[src/rtl/core/lmps_pkg.sv]
// ----------------------------------------------------------------------------
// LED matrix plane scanner package
// Shared types, register codes, reset values and the column bit formatter.
// ----------------------------------------------------------------------------
package lmps_pkg;

   typedef enum logic {
      OP_WRITE = 1'b0,
      OP_TICK  = 1'b1
   } op_type;

   localparam logic [1:0] REG_DWELL_ZERO = 2'd0;
   localparam logic [1:0] REG_DWELL_ONE  = 2'd1;
   localparam logic [1:0] REG_DWELL_TWO  = 2'd2;

   localparam logic [8:0] DWELL_ZERO_RESET = 9'd12;
   localparam logic [8:0] DWELL_ONE_RESET  = 9'd20;
   localparam logic [8:0] DWELL_TWO_RESET  = 9'd50;
   localparam logic [8:0] COUNTDOWN_RESET  = 9'd21;

   localparam logic [7:0] ROW_MASK_RESET = 8'hFF;
   localparam logic [7:0] ROW_MASK_FIRST = 8'h7F;
   localparam logic [7:0] ROW_MASK_FILL  = 8'h80;

   typedef struct packed {
      op_type     op;
      logic [1:0] plane;
      logic [2:0] row;
      logic       sel;
      logic [7:0] data;
   } item_type;

   typedef struct packed {
      logic       en;
      logic [1:0] plane;
      logic [2:0] row;
      logic       sel;
      logic [7:0] data;
   } wr_req_type;

   // Shift order is byte 0 bits 5 to 7, byte 1 bits 0 and 1, then byte 0 bits 0 to 4.
   function automatic logic [9:0] col_bits(input logic [7:0] b0, input logic [7:0] b1);
      col_bits = ~{b0[4:0], b1[1:0], b0[7:5]};
   endfunction

endpackage

[src/rtl/core/lmps_frame_store.sv]
// ----------------------------------------------------------------------------
// LED matrix plane scanner frame store
// Two line bytes per row and plane, byte writes, one read port at the scan spot.
// ----------------------------------------------------------------------------
module lmps_frame_store #(
   parameter int ROWS   = 8,
   parameter int PLANES = 3
) (
   input  logic               clock,
   input  logic               reset,
   input  lmps_pkg::wr_req_type wr,
   input  logic [1:0]         rd_plane,
   input  logic [2:0]         rd_row,
   output logic [7:0]         rd_byte0,
   output logic [7:0]         rd_byte1
);
   import lmps_pkg::*;

   localparam int DEPTH = ROWS * PLANES;
   localparam int IDX_W = (DEPTH > 1) ? $clog2(DEPTH) : 1;

   logic [15:0]      line_ff [DEPTH];
   logic [IDX_W-1:0] wr_idx;
   logic [IDX_W-1:0] rd_idx;
   logic             wr_hit;
   logic [15:0]      rd_line;

   assign wr_hit = wr.en && (int'(wr.plane) < PLANES) && (int'(wr.row) < ROWS);
   assign wr_idx = IDX_W'(int'(wr.plane) * ROWS + int'(wr.row));
   assign rd_idx = IDX_W'(int'(rd_plane) * ROWS + int'(rd_row));

   always_ff @(posedge clock) begin
      if (reset) begin
         for (int i = 0; i < DEPTH; i++) begin
            line_ff[i] <= '0;
         end
      end else if (wr_hit) begin
         if (wr.sel) begin
            line_ff[wr_idx][15:8] <= wr.data;
         end else begin
            line_ff[wr_idx][7:0] <= wr.data;
         end
      end
   end

   assign rd_line  = line_ff[rd_idx];
   assign rd_byte0 = rd_line[7:0];
   assign rd_byte1 = rd_line[15:8];

endmodule

[src/rtl/core/led_matrix_plane_scanner.sv]
// ----------------------------------------------------------------------------
// LED matrix plane scanner
// Frame store, dwell countdown and row/plane scan of a multiplexed LED matrix.
// ----------------------------------------------------------------------------
// The block takes one word per cycle, a frame store byte write or a timer tick,
// while no result stalls. Each word passes an input register, and a tick whose
// countdown expires presents its row drive mask and column bits in the result
// register; the frame store read and the countdown compare sit between those two
// registers. Any word, write or tick, holds in the input register while an earlier
// result still waits, so input stalls follow result stalls.
module led_matrix_plane_scanner #(
   parameter int ROWS   = 8,
   parameter int PLANES = 3
) (
   input  logic        clock,
   input  logic        reset,
   input  logic        req_valid,
   output logic        req_ready,
   input  logic        req_op,
   input  logic [1:0]  req_wr_plane,
   input  logic [2:0]  req_wr_row,
   input  logic        req_wr_byte,
   input  logic [7:0]  req_wr_data,
   output logic        rsp_valid,
   input  logic        rsp_ready,
   output logic [7:0]  rsp_row_drive,
   output logic [9:0]  rsp_col_bits,
   output logic [2:0]  rsp_shown_row,
   output logic [1:0]  rsp_shown_plane,
   input  logic        psel,
   input  logic        penable,
   input  logic        pwrite,
   input  logic [3:0]  paddr,
   input  logic [31:0] pwdata,
   output logic [31:0] prdata,
   output logic        pready
);
   import lmps_pkg::*;

   item_type   item_ff, item_in;
   logic       in_valid_ff, in_valid_in;
   logic       out_valid_ff, out_valid_in;
   logic [7:0] out_drive_ff, out_drive_in;
   logic [9:0] out_cols_ff, out_cols_in;
   logic [2:0] out_row_ff, out_row_in;
   logic [1:0] out_plane_ff, out_plane_in;
   logic [2:0] scan_row_ff, scan_row_in;
   logic [1:0] scan_plane_ff, scan_plane_in;
   logic [7:0] row_mask_ff, row_mask_in;
   logic [8:0] count_ff, count_in;
   logic [8:0] dwell0_ff, dwell1_ff, dwell2_ff;
   logic [8:0] dwell_sel;
   logic       fire, expire, cfg_wr;
   logic [7:0] byte0, byte1;
   wr_req_type wr_req;

   assign fire      = in_valid_ff && (!out_valid_ff || rsp_ready);
   assign req_ready = !in_valid_ff || fire;
   assign expire    = fire && (item_ff.op == OP_TICK) && (count_ff <= 9'd1);

   assign wr_req.en    = fire && (item_ff.op == OP_WRITE);
   assign wr_req.plane = item_ff.plane;
   assign wr_req.row   = item_ff.row;
   assign wr_req.sel   = item_ff.sel;
   assign wr_req.data  = item_ff.data;

   lmps_frame_store #(
      .ROWS   (ROWS),
      .PLANES (PLANES)
   ) u_store (
      .clock    (clock),
      .reset    (reset),
      .wr       (wr_req),
      .rd_plane (scan_plane_ff),
      .rd_row   (scan_row_ff),
      .rd_byte0 (byte0),
      .rd_byte1 (byte1)
   );

   always_comb begin
      case (scan_plane_ff)
         REG_DWELL_ZERO: dwell_sel = dwell0_ff;
         REG_DWELL_ONE:  dwell_sel = dwell1_ff;
         default:        dwell_sel = dwell2_ff;
      endcase
   end

   always_comb begin
      item_in.op    = op_type'(req_op);
      item_in.plane = req_wr_plane;
      item_in.row   = req_wr_row;
      item_in.sel   = req_wr_byte;
      item_in.data  = req_wr_data;
      in_valid_in   = (req_valid && req_ready) ? 1'b1 : (fire ? 1'b0 : in_valid_ff);

      count_in      = count_ff;
      row_mask_in   = row_mask_ff;
      scan_row_in   = scan_row_ff;
      scan_plane_in = scan_plane_ff;
      out_drive_in  = out_drive_ff;
      out_cols_in   = out_cols_ff;
      out_row_in    = out_row_ff;
      out_plane_in  = out_plane_ff;
      out_valid_in  = rsp_ready ? 1'b0 : out_valid_ff;

      if (fire && (item_ff.op == OP_TICK) && !expire) begin
         count_in = count_ff - 9'd1;
      end
      if (expire) begin
         row_mask_in = (scan_row_ff == 3'd0) ? ROW_MASK_FIRST
                                             : ((row_mask_ff >> 1) | ROW_MASK_FILL);
         count_in     = dwell_sel;
         out_valid_in = 1'b1;
         out_drive_in = row_mask_in;
         out_cols_in  = col_bits(byte0, byte1);
         out_row_in   = scan_row_ff;
         out_plane_in = scan_plane_ff;
         if (int'(scan_row_ff) >= ROWS - 1) begin
            scan_row_in   = 3'd0;
            scan_plane_in = (int'(scan_plane_ff) >= PLANES - 1) ? 2'd0
                                                               : scan_plane_ff + 2'd1;
         end else begin
            scan_row_in = scan_row_ff + 3'd1;
         end
      end
   end

   always_ff @(posedge clock) begin
      if (reset) begin
         in_valid_ff   <= 1'b0;
         out_valid_ff  <= 1'b0;
         scan_row_ff   <= 3'd0;
         scan_plane_ff <= 2'd0;
         row_mask_ff   <= ROW_MASK_RESET;
         count_ff      <= COUNTDOWN_RESET;
      end else begin
         in_valid_ff   <= in_valid_in;
         out_valid_ff  <= out_valid_in;
         scan_row_ff   <= scan_row_in;
         scan_plane_ff <= scan_plane_in;
         row_mask_ff   <= row_mask_in;
         count_ff      <= count_in;
      end
   end

   always_ff @(posedge clock) begin
      if (req_valid && req_ready) begin
         item_ff <= item_in;
      end
      out_drive_ff <= out_drive_in;
      out_cols_ff  <= out_cols_in;
      out_row_ff   <= out_row_in;
      out_plane_ff <= out_plane_in;
   end

   assign cfg_wr = psel && penable && pwrite && pready;

   always_ff @(posedge clock) begin
      if (reset) begin
         dwell0_ff <= DWELL_ZERO_RESET;
         dwell1_ff <= DWELL_ONE_RESET;
         dwell2_ff <= DWELL_TWO_RESET;
      end else if (cfg_wr) begin
         case (paddr[3:2])
            REG_DWELL_ZERO: dwell0_ff <= pwdata[8:0];
            REG_DWELL_ONE:  dwell1_ff <= pwdata[8:0];
            REG_DWELL_TWO:  dwell2_ff <= pwdata[8:0];
            default: ;
         endcase
      end
   end

   always_comb begin
      case (paddr[3:2])
         REG_DWELL_ZERO: prdata = {23'd0, dwell0_ff};
         REG_DWELL_ONE:  prdata = {23'd0, dwell1_ff};
         REG_DWELL_TWO:  prdata = {23'd0, dwell2_ff};
         default:        prdata = 32'd0;
      endcase
   end

   assign pready          = 1'b1;
   assign rsp_valid       = out_valid_ff;
   assign rsp_row_drive   = out_drive_ff;
   assign rsp_col_bits    = out_cols_ff;
   assign rsp_shown_row   = out_row_ff;
   assign rsp_shown_plane = out_plane_ff;

endmodule

[config.mk]
export PLATFORM = sky130hd
export DESIGN_NAME = led_matrix_plane_scanner
export DESIGN_NICKNAME = d
export VERILOG_FILES = /design/src/rtl/core/lmps_pkg.sv /design/src/rtl/core/lmps_frame_store.sv /design/src/rtl/core/led_matrix_plane_scanner.sv
export SDC_FILE = /design/constraint.sdc
export NUM_CORES = 1
export LEC_CHECK = 0
export BUFFER_PORTS_ARGS = -buffer_cell sky130_fd_sc_hd__buf_2
export CAP_MARGIN = 20
export CORE_ASPECT_RATIO = 1.1
export CORE_MARGIN = 5
export CORE_UTILIZATION = 40
export CTS_BUF_LIST = sky130_fd_sc_hd__clkbuf_2
export DETAILED_ROUTE_END_ITERATION = 8
export PLACE_DENSITY_LB_ADDON = 0.2
export SLEW_MARGIN = 5
export SYNTH_ARGS = -nofsm -noshare
export SYNTH_HDL_FRONTEND = slang
export SYNTH_SLANG_ARGS = --single-unit
export TNS_END_PERCENT = 5
[constraint.sdc]
create_clock -name clock -period 2.8 [get_ports clock]
set_clock_uncertainty 0.2 [all_clocks]
set_input_delay 0.7 -clock clock [delete_from_list [all_inputs] [get_ports clock]]
set_output_delay 0.7 -clock clock [all_outputs]
set_load 0.01 [all_outputs]
Yosys cells after proc, flatten, opt, wreduce, memory -nomap -nowiden
Memory sizes are Yosys's and may differ from the RTL's.
Cells that the tools add are included.
Storage, ports and cells
  bits in registers: 89
  bits in writable memories: 384
  output and inout port bits: 58
  memories kept: 1
Memory list
  u_store.line_ff: words 24, width 16, read ports 1, clocked after memory_dff 0, write ports 24, line lmps_frame_store.sv:22  | logic [15:0] line_ff [DEPTH];
Operators by class
  add/sub/neg operators: 5
  magnitude comparators: 4
  eq/ne operators: 3
  multiplexer cells: 24
  bitwise gates (word level): 2
  reduce and logical (&&, ||, !) cells: 25
Operators with widths (number)
  9-bit one-hot mux with 3 select lines: 1
  9-bit two-way mux: 2
  9-bit one-hot mux with 2 select lines: 1
  16-bit two-way mux: 1
  16-bit OR reduction: 1
  1-bit two-way mux: 14
  5-bit by 3-bit adder with 5-bit output: 2
  10-bit inverter: 1
  9-bit by 1-bit <= comparator with 1-bit output, second input constant: 1
  1-bit logical AND: 9
  9-bit by 1-bit subtractor with 9-bit output, second input constant: 1
  8-bit two-way mux: 1
  2-bit AND reduction: 4
  2-bit nonzero test: 3
  5-bit two-way mux: 1
  2-bit by 1-bit equality test with 1-bit output, second input constant: 2
  2-bit logical NOT: 2
  2-bit two-way mux: 2
  3-bit by 1-bit adder with 3-bit output, second input constant: 1
  3-bit greater-or-equal comparator, second input constant: 1
  1-bit logical NOT: 3
  3-bit logical NOT: 1
  3-bit two-way mux: 1
  2-bit by 1-bit adder with 2-bit output, second input constant: 1
  5 further kinds: 6

Logic depth before layout (Yosys ltp)
Gate-level depths: netlist (run 1).
  depth in word-level cells: 10
  gate-level depth with buffers: 10
  gate-level depth less buffers: 8

Hierarchy
From an unflattened synthesis (run 1), not the netlist that was laid out.
Unflattened totals
  cells, all modules: 2022
  area total of the unflattened synthesis: 27030.9 um^2
By module, submodules not included
  lmps_frame_store: instances 1, cells each 1632, area each 22953.3 um^2
  led_matrix_plane_scanner: instances 1, cells each 390, area each 4077.7 um^2

Worst setup path before layout (run 1)
Ideal clock, no wire load.
  kind: flip-flop to flip-flop
  start point: reg count_ff[4]
  end point: reg out_cols_ff[0], in the netlist rsp_col_bits[0] (enable)
  setup time: 380 ps
  data arrival time: 1963 ps
  slack: 257 ps
  stages on the path, launching flop included: 5
  path buffers: 0
  period minus slack after synthesis: 2543 ps
  path through: dfxtp_1 or4_4 nor4_4 nand2_2 inv_1
On the way
  longest elaborated chain between the ends: 2
Ends and longest elaborated chain
  start: declaration: line led_matrix_plane_scanner.sv:50  | logic [8:0] count_ff, count_in;
  start signal: assignment: line led_matrix_plane_scanner.sv:142  | count_ff <= count_in;
  9-bit by 1-bit <= comparator with 1-bit output: line led_matrix_plane_scanner.sv:59  | assign expire = fire && (item_ff.op == OP_TICK) && (count_ff <= 9'd1);
  1-bit logical AND: line led_matrix_plane_scanner.sv:59
  net expire: line led_matrix_plane_scanner.sv:53  | logic fire, expire, cfg_wr;
  end signal: assignment: line led_matrix_plane_scanner.sv:151  | out_cols_ff <= out_cols_in;
  end: declaration: line led_matrix_plane_scanner.sv:44  | logic [9:0] out_cols_ff, out_cols_in;
The timed path passes the listed nets, and every way through them passes these cells.
A chain may end at the register's enable or synchronous reset.

Worst setup path in the final report (run 1)
  start point: reg out_valid_ff, in the netlist rsp_valid
  end point: out req_ready
On the way
  longest elaborated chain between the ends: 4
Ends and longest elaborated chain
  start: declaration: line led_matrix_plane_scanner.sv:42  | logic out_valid_ff, out_valid_in;
  start signal: assignment: line led_matrix_plane_scanner.sv:138  | out_valid_ff <= out_valid_in;
  1-bit logical NOT: line led_matrix_plane_scanner.sv:57  | assign fire = in_valid_ff && (!out_valid_ff || rsp_ready);
  1-bit logical OR: line led_matrix_plane_scanner.sv:57
  1-bit logical AND: line led_matrix_plane_scanner.sv:57
  1-bit logical OR: line led_matrix_plane_scanner.sv:58  | assign req_ready = !in_valid_ff || fire;
  end: declaration: line led_matrix_plane_scanner.sv:18  | output logic req_ready,
Every way passes these cells.

==> results of run 1 <==
==> flip-flops by register name (all words and copies together) (netlist names) <==
signal,count
u_store.line_ff,320
item_ff,15
rsp_col_bits,10
count_ff,9
dwell0_ff,9
dwell1_ff,9
dwell2_ff,9
rsp_row_drive,8
row_mask_ff,7
rsp_shown_row,3
scan_row_ff,3
rsp_shown_plane,2
scan_plane_ff,2
in_valid_ff,1
rsp_valid,1
==> report_power, final <==
part | total (mW) | leakage, nW | internal [mW] | switching (mW)
combinational | 0.587 | 3.17 | 0.193 | 0.394
sequential | 6.87 | 4.10 | 6.80 | 0.0698
clock | 4.16 | 0.739 | 1.76 | 2.40
==> worst paths after layout <==
path,from,end,slack [ns]
hold reg to reg,row_mask_ff[3]$_SDFFE_PP1P_,row_mask_ff[3]$_SDFFE_PP1P_,0.26
setup / recovery,rsp_valid$_SDFFE_PP0P_,req_ready,0.04
hold / removal,psel,dwell2_ff[5]$_SDFFE_PP1P_,0.11
setup reg to reg,scan_row_ff[0]$_SDFFE_PP0P_,rsp_col_bits[1]$_DFFE_PP_,0.13
==> critical path: cells and delay by family, from the launching register on <==
kind	cells	cell delay [ns]
DFF	1	0.34
buffers and inverters	2	0.26
and+or+nand+nor	2	0.21
==> cells in the final DEF (no fill, tap or decap), types with 17 or more instances in the layout <==
master	count
sky130_fd_sc_hd__a21oi_1	23
sky130_fd_sc_hd__mux4_2	40
sky130_fd_sc_hd__dfxtp_1	29
sky130_fd_sc_hd__nand3_1	17
sky130_fd_sc_hd__buf_4	89
sky130_fd_sc_hd__nor3_1	20
sky130_fd_sc_hd__edfxtp_1	358
sky130_fd_sc_hd__conb_1	104
sky130_fd_sc_hd__clkbuf_2	158
sky130_fd_sc_hd__nand2_1	79
sky130_fd_sc_hd__mux2i_1	107
sky130_fd_sc_hd__o22ai_1	51
sky130_fd_sc_hd__dlygate4sd3_1	49
sky130_fd_sc_hd__or2_2	28
sky130_fd_sc_hd__a21o_1	24
sky130_fd_sc_hd__nand2b_1	17
sky130_fd_sc_hd__and2_1	193
sky130_fd_sc_hd__dfxtp_2	20
sky130_fd_sc_hd__nor2_1	122
sky130_fd_sc_hd__buf_2	64
==> synthesized netlist by cell type (2+ instances only) <==
cell,count
sky130_fd_sc_hd__a211o_1,8
sky130_fd_sc_hd__nor2_1,122
sky130_fd_sc_hd__nor3_1,20
sky130_fd_sc_hd__o41ai_1,2
sky130_fd_sc_hd__mux2i_1,107
sky130_fd_sc_hd__dfxtp_1,50
sky130_fd_sc_hd__nor2b_1,7
sky130_fd_sc_hd__inv_1,8
sky130_fd_sc_hd__mux4_2,40
sky130_fd_sc_hd__buf_2,16
sky130_fd_sc_hd__a22oi_1,2
sky130_fd_sc_hd__conb_1,2
sky130_fd_sc_hd__buf_1,7
sky130_fd_sc_hd__nand2b_1,17
sky130_fd_sc_hd__o221ai_1,10
sky130_fd_sc_hd__edfxtp_1,358
sky130_fd_sc_hd__a211oi_1,13
sky130_fd_sc_hd__nand2_1,80
sky130_fd_sc_hd__ha_1,5
sky130_fd_sc_hd__o21ai_0,18
sky130_fd_sc_hd__or4_1,2
sky130_fd_sc_hd__a21oi_1,23
sky130_fd_sc_hd__nand3b_1,5
sky130_fd_sc_hd__and3_1,6
sky130_fd_sc_hd__mux2_2,4
sky130_fd_sc_hd__nand3_1,17
sky130_fd_sc_hd__a21o_1,24
sky130_fd_sc_hd__clkbuf_1,54
sky130_fd_sc_hd__o22ai_1,51
sky130_fd_sc_hd__or3_1,5
sky130_fd_sc_hd__and2_1,193
sky130_fd_sc_hd__or2_2,28
sky130_fd_sc_hd__buf_4,24
==> per-layer routing <==
metal	GRT usage [%]	wire length [um]
met1	22.4	18300
met2	31.5	22800
met3	3.56	2330
met4	7.62	1390
met5	0	0
==> final cells by class <==
class	instances	area (sq um)
Antenna cell	1	2.50
Clock buffer	158	791
Tap cell	581	727
Sequential cell	408	11800
Clock inverter	23	171
Multi-Input combinational cell	929	6240
Inverter	8	30.0
Timing Repair Buffer	212	1650
Fill cell	4078	23200
==> metrics by stage <==
step	cell area (sq um)	worst slack, ns	util (%)
4_1_cts	21400	-0.0814	48.0
2_1_floorplan	18500	0.257	-
5_1_grt	21400	-0.0638	48.0
3_3_place_gp	19900	0.156	44.5
3_5_place_dp	19900	0.186	44.5
6_report	21400	0.0354	48.0
==> cells by family after synthesis <==
kind of cell             after synthesis
AO/OA/AOI/OAI                        160
adder cells (fa/ha/maj)                5
buffers and inverters                110
flip-flops                           408
multiplexers                         152
other                                  2
AND/OR/NAND/NOR                      508
==> timing repair <==
action | CTS | global route
gates resized for setup | 32 | 5
setup endpoints to repair | 10 | 14
pin swaps | 1 | 2
buffers inserted | 3 | 0
endpoints found under the hold margin | 56 | 0
hold buffers | 50 | 0
==> results.yml, run 1 <==
global_route:
  grt_pass1_vias: 12386
  global_route.overflow_total: 0
  tot_gr_track_use_pct: 18.3
  grt_max_degree: 54
  first_pass_grt_wire_length_mm: 68.7
  grt_antenna_before_repair: 2
final_layout:
  nNetsFinal: 1725
  finish.cell_count_without_fillers: 2320
  post_route_cells_drive_above_1_share_pct: 24.9
  syn_to_final_growth_pct: 18.2
sta:
  hold_ws_ns: 0.114
  timing_hold_violations_final: 0
  rsz_0062_raised_after_global_routing: "true"
  fin_crit_ns: 2.76
  report.final.slew_viol_count: 0
  fmax_mhz: 362
  finalSetupViolations: 0
  max_slew_margin_pct: 53.7
  layout_worst_path_cycle_share_pct: 98.7
  setup_tns_final_ns: 0
  worst-slew-pin-transition_ns: 0.689
run_status:
  outcome: "finished clean"
logic_synthesis:
  synth-edff-count: 358
  yosysWarningCount: 0
  synth-seq-cells: 408
  syn_area_sq_um: 18100
  synth_top_area_cell: "sky130_fd_sc_hd__edfxtp_1"
  main_combinational_cell_family_by_area_after_synthesis: "simple AND/OR/NAND/NOR gates"
  synth_cell_type_count: 50
  post_synth_fa_ha_maj_area_fraction_pct: 0.346
  synth_flop_cell: "sky130_fd_sc_hd__edfxtp_1"
  synth_sequential_area_ratio_pct: 64.9
  synth-compound-area-share_pct: 5.90
  async_flop_share_pct: 0
  synth_xor_area_share_pct: 0
  postSynthCellCount: 1345
  synth_simple_gate_area_share_pct: 14.7
  average_instance_area_after_synthesis_sq_um: 13.5
  netlist_top_cells_area: "sky130_fd_sc_hd__edfxtp_1 59%, sky130_fd_sc_hd__and2_1 6.7%, sky130_fd_sc_hd__mux2i_1 5.9%"
  yosys-mux-area-fraction_pct: 11.2
  synth_top_cell_area_share_pct: 59.4
clocking:
  ctsRootBufferMaster: "sky130_fd_sc_hd__clkbuf_2"
  clockBufferDepth: 3
  cts_buffers: 103
  clock_sinks: 408
  cts_tree: "built"
  clock_latency_ns: 1.08
  cts.clk_slew.worst_paths_ns: 0.08
  cts-htree-levels: 3
floorplan:
  core_sq_um: 44600
  chipHeight_um: 233
  num_io_pins: 116
  row_count: 81
  start_util_pct: 40.6
  die_area_sq_um: 49600
  die_width_um: 213
setup_path:
  timing.critical_path.fanout_max: 2
  worst_endpoint_data_arrival_time_ns: 1.86
  cell_repeated_most_along_the_worst_path: "sky130_fd_sc_hd__buf_6"
  cp_max_stage_delay_ns: 0.34
  critical_path.startpoint_type: "flip-flop"
  worst_r2r_path_depth: 7
  critical_path.endpoint_type: "output pin"
  required_ns: 1.90
  worst_path_cell_with_the_longest_stage_delay: "sky130_fd_sc_hd__dfxtp_2"
  worst-setup-path-type: "reg2out"
  crit_path_cell_trace: "nor2b_4 -> buf_6 -> nand2_4 -> buf_6"
pwr:
  fin_total_pwr_mw: 11.6
  peakVddDrop_mv: 0.255
  power.leakage_nw: 8.01
  power_per_cell_area_nw_per_um2: 543
place:
  place.port_buffers: 66
  placed_cells_incl_taps: 2086
  dp_hpwl_mm: 28.6
  finalWeightedCongestion: 0.806
detailed_routing:
  totalWireLength_mm: 44.8
  drtPass1Iterations: 5
  post_drt_via_cell_ratio: 5.08
  detail_route.iter0.violations: 920
  antenna_violating_nets_post_route: 0
  wl_per_cell_um: 19.3
  routed-via-count: 11793
  drcViolationCount: 0
min_path:
  hold_class: "in2reg"
  worst_hold_path.num_cells: 6
run:
  max-cap-violations: 0
Power figures use the tool's default switching activity.
==> run 2, diff against run 1 <==
- CORE_UTILIZATION: 40 -> 30
- CTS_BUF_LIST: sky130_fd_sc_hd__clkbuf_2 -> sky130_fd_sc_hd__clkbuf_16
==> run 2 against run 1 <==
  * Via count fell by 7.0%
  * Critical endpoint is now rsp_col_bits[0]$_DFFE_PP_
  * Sequential power barely moved
  * Worst hold slack got worse by 0.028 ns
  * Die area up 32%
  * Non-clock buffer count is 54 lower
  * Sequential share of layout area shrank 0.75 points
  * Flip-flop and latch count unchanged
  * Total power up 18%
==> results.yml, run 2 (same netlist as run 1, synthesis figures left out) <==
pwr:
  power.share.sequential_pct: 50.2
  cell_internal_pwr_mw: 10.8
  power_per_cell_area_nw_per_um2: 634
  swShare_pct: 21.6
  peakVddDrop_mv: 0.395
  total_switching_power_mw: 2.96
  power.leakage_nw: 7.84
  power_frac_comb_pct: 4.0
  share_clk_of_total_power_pct: 45.9
clocking:
  clockBufferDepth: 3
  post_cts_resize_count: 0
  clock_latency_ns: 0.59
  cts_setup_buffers: 0
  cts.clk_slew.worst_paths_ns: 0.06
  clock_sinks: 408
  cts-hold-fix-buffers: 0
  ctsRootBufferMaster: "sky130_fd_sc_hd__clkbuf_16"
  cts_tree: "built"
  cts-htree-levels: 2
  cts_buffers: 46
place:
  finalWeightedCongestion: 0.790
  dp_hpwl_mm: 30.3
  place.port_buffers: 66
  placed_cell_area_sq_um: 20100
floorplan:
  num_io_pins: 116
  chipHeight_um: 268
  die_area_sq_um: 65400
  core_sq_um: 59900
  row_count: 94
  die_width_um: 244
  start_util_pct: 30.2
setup_path:
  critical_path.endpoint_type: "flip-flop"
  worst_endpoint_data_arrival_time_ns: 2.80
  worst-setup-path-type: "reg2reg"
  critical_path.startpoint_type: "flip-flop"
  required_ns: 2.88
  timing.critical_path.fanout_max: 22
detailed_routing:
  drtPass1Iterations: 5
  antenna_violating_nets_post_route: 0
  drcViolationCount: 0
  wl_per_cell_um: 19.3
  detail_route.iter0.violations: 693
  totalWireLength_mm: 45.4
  routed-via-count: 10970
  post_drt_via_cell_ratio: 4.65
run:
  max-cap-violations: 0
sta:
  finalSetupViolations: 0
  report.final.slew_viol_count: 0
  fin_crit_ns: 2.71
  setup_tns_final_ns: 0
  layout_worst_path_cycle_share_pct: 96.9
  worst-slew-pin-transition_ns: 0.965
  fmax_mhz: 369
  max_slew_margin_pct: 35.5
  rsz_0062_raised_after_global_routing: "false"
  hold_ws_ns: 0.0858
  timing_hold_violations_final: 0
global_route:
  grt_pass1_vias: 11219
  grt_antenna_before_repair: 1
  tot_gr_track_use_pct: 13.7
  first_pass_grt_wire_length_mm: 68.7
  global_route.overflow_total: 0
  grt_max_degree: 52
min_path:
  hold_class: "in2reg"
final_layout:
  multiInputGateArea_sq_um: 6210
  syn_to_final_growth_pct: 19.6
  antenna-diode-count: 0
  num-fill-cells: 5823
  largest_register_ff_count: 320
  nNetsFinal: 1614
  finalInstanceArea_sq_um: 21600
  most-common-layout-cells: "358 x sky130_fd_sc_hd__edfxtp_1, 193 x sky130_fd_sc_hd__and2_1, 122 x sky130_fd_sc_hd__nor2_1"
  area.sequential_sq_um: 11800
  register_name_with_the_most_flops: "u_store.line_ff"
  post_route_cells_drive_above_1_share_pct: 19.3
  layout_commonest_cell: "sky130_fd_sc_hd__edfxtp_1"
run_status:
  outcome: "finished clean"
run 2: cell types whose count changed in the layout (fill, tap and decap cells not counted), sizes merged:
cell and delta:
buf -5, dlygate4sd3 -49, clkinv +1, bufinv +5, clkbuf -111, diode -1, clkinvlp +1, inv +9
run 2: stage by stage:
step | utilization, % | power, mW | worst slack, ns | instances
6_report | 36.2 | 13.7 | 0.0869 | 2357
5_1_grt | 36.2 | 14.2 | 0.0130 | 2357
4_1_cts | 36.2 | 13.9 | 0.0931 | 2357
3_5_place_dp | 33.5 | 7.57 | 0.130 | 2271
3_3_place_gp | 33.5 | 7.56 | 0.0714 | 2271
2_1_floorplan | - | 7.34 | 0.257 | 1447
run 2: layout make-up:
type / instances / share of cell area, %
sequential: 408 / 54.3
multi-input combinational: 929 / 28.7
clock buffer: 47 / 5.43
timing repair buffer: 158 / 5.13
tap: 768 / 4.44
clock inverter: 39 / 1.84
inverter: 8 / 0.139
run 2: power groups by stage:
stage	Combinational, mW	Clock [mW]	Sequential, mW
after floorplan	0.344	0	7.00
after global placement	0.544	0	7.01
after detailed placement	0.553	0	7.02
after CTS	0.555	6.47	6.89
after global routing	0.603	6.71	6.90
final	0.545	6.30	6.89
run 2: per-layer routing:
layer  vias to the layer above  GRT usage, %  wire length, um
li1                       5239             -                -
met1                      5479          17.5            19500
met2                       183          24.1            23200
met3                        69          2.14             1590
met4                         0          3.84             1130
met5                         -             0                0
run 2: critical path, stage by stage, from the launching register on:
cell                       delay [ns]
sky130_fd_sc_hd__dfxtp_4         0.61
sky130_fd_sc_hd__buf_12          0.26
sky130_fd_sc_hd__mux2i_1         0.10
sky130_fd_sc_hd__o22ai_1         0.17
sky130_fd_sc_hd__nor3_1          0.07
sky130_fd_sc_hd__buf_4           0.17
sky130_fd_sc_hd__a211oi_1        0.48
sky130_fd_sc_hd__buf_4           0.20
sky130_fd_sc_hd__o221ai_1        0.14
run 2: path summary, 6_finish.rpt:
| kind | from | end | slack, ns | cells past startpoint |
|---|---|---|---|---|
| setup reg to reg | scan_row_ff[0]$_SDFFE_PP0P_ | rsp_col_bits[0]$_DFFE_PP_ | 0.09 | 8 |
| hold reg to reg | row_mask_ff[1]$_SDFFE_PP1P_ | row_mask_ff[1]$_SDFFE_PP1P_ | 0.26 | 1 |
| setup / recovery | scan_row_ff[0]$_SDFFE_PP0P_ | rsp_col_bits[0]$_DFFE_PP_ | 0.09 | 8 |
| hold / removal | req_wr_data[7] | item_ff[7]$_DFFE_PP_ | 0.09 | 1 |
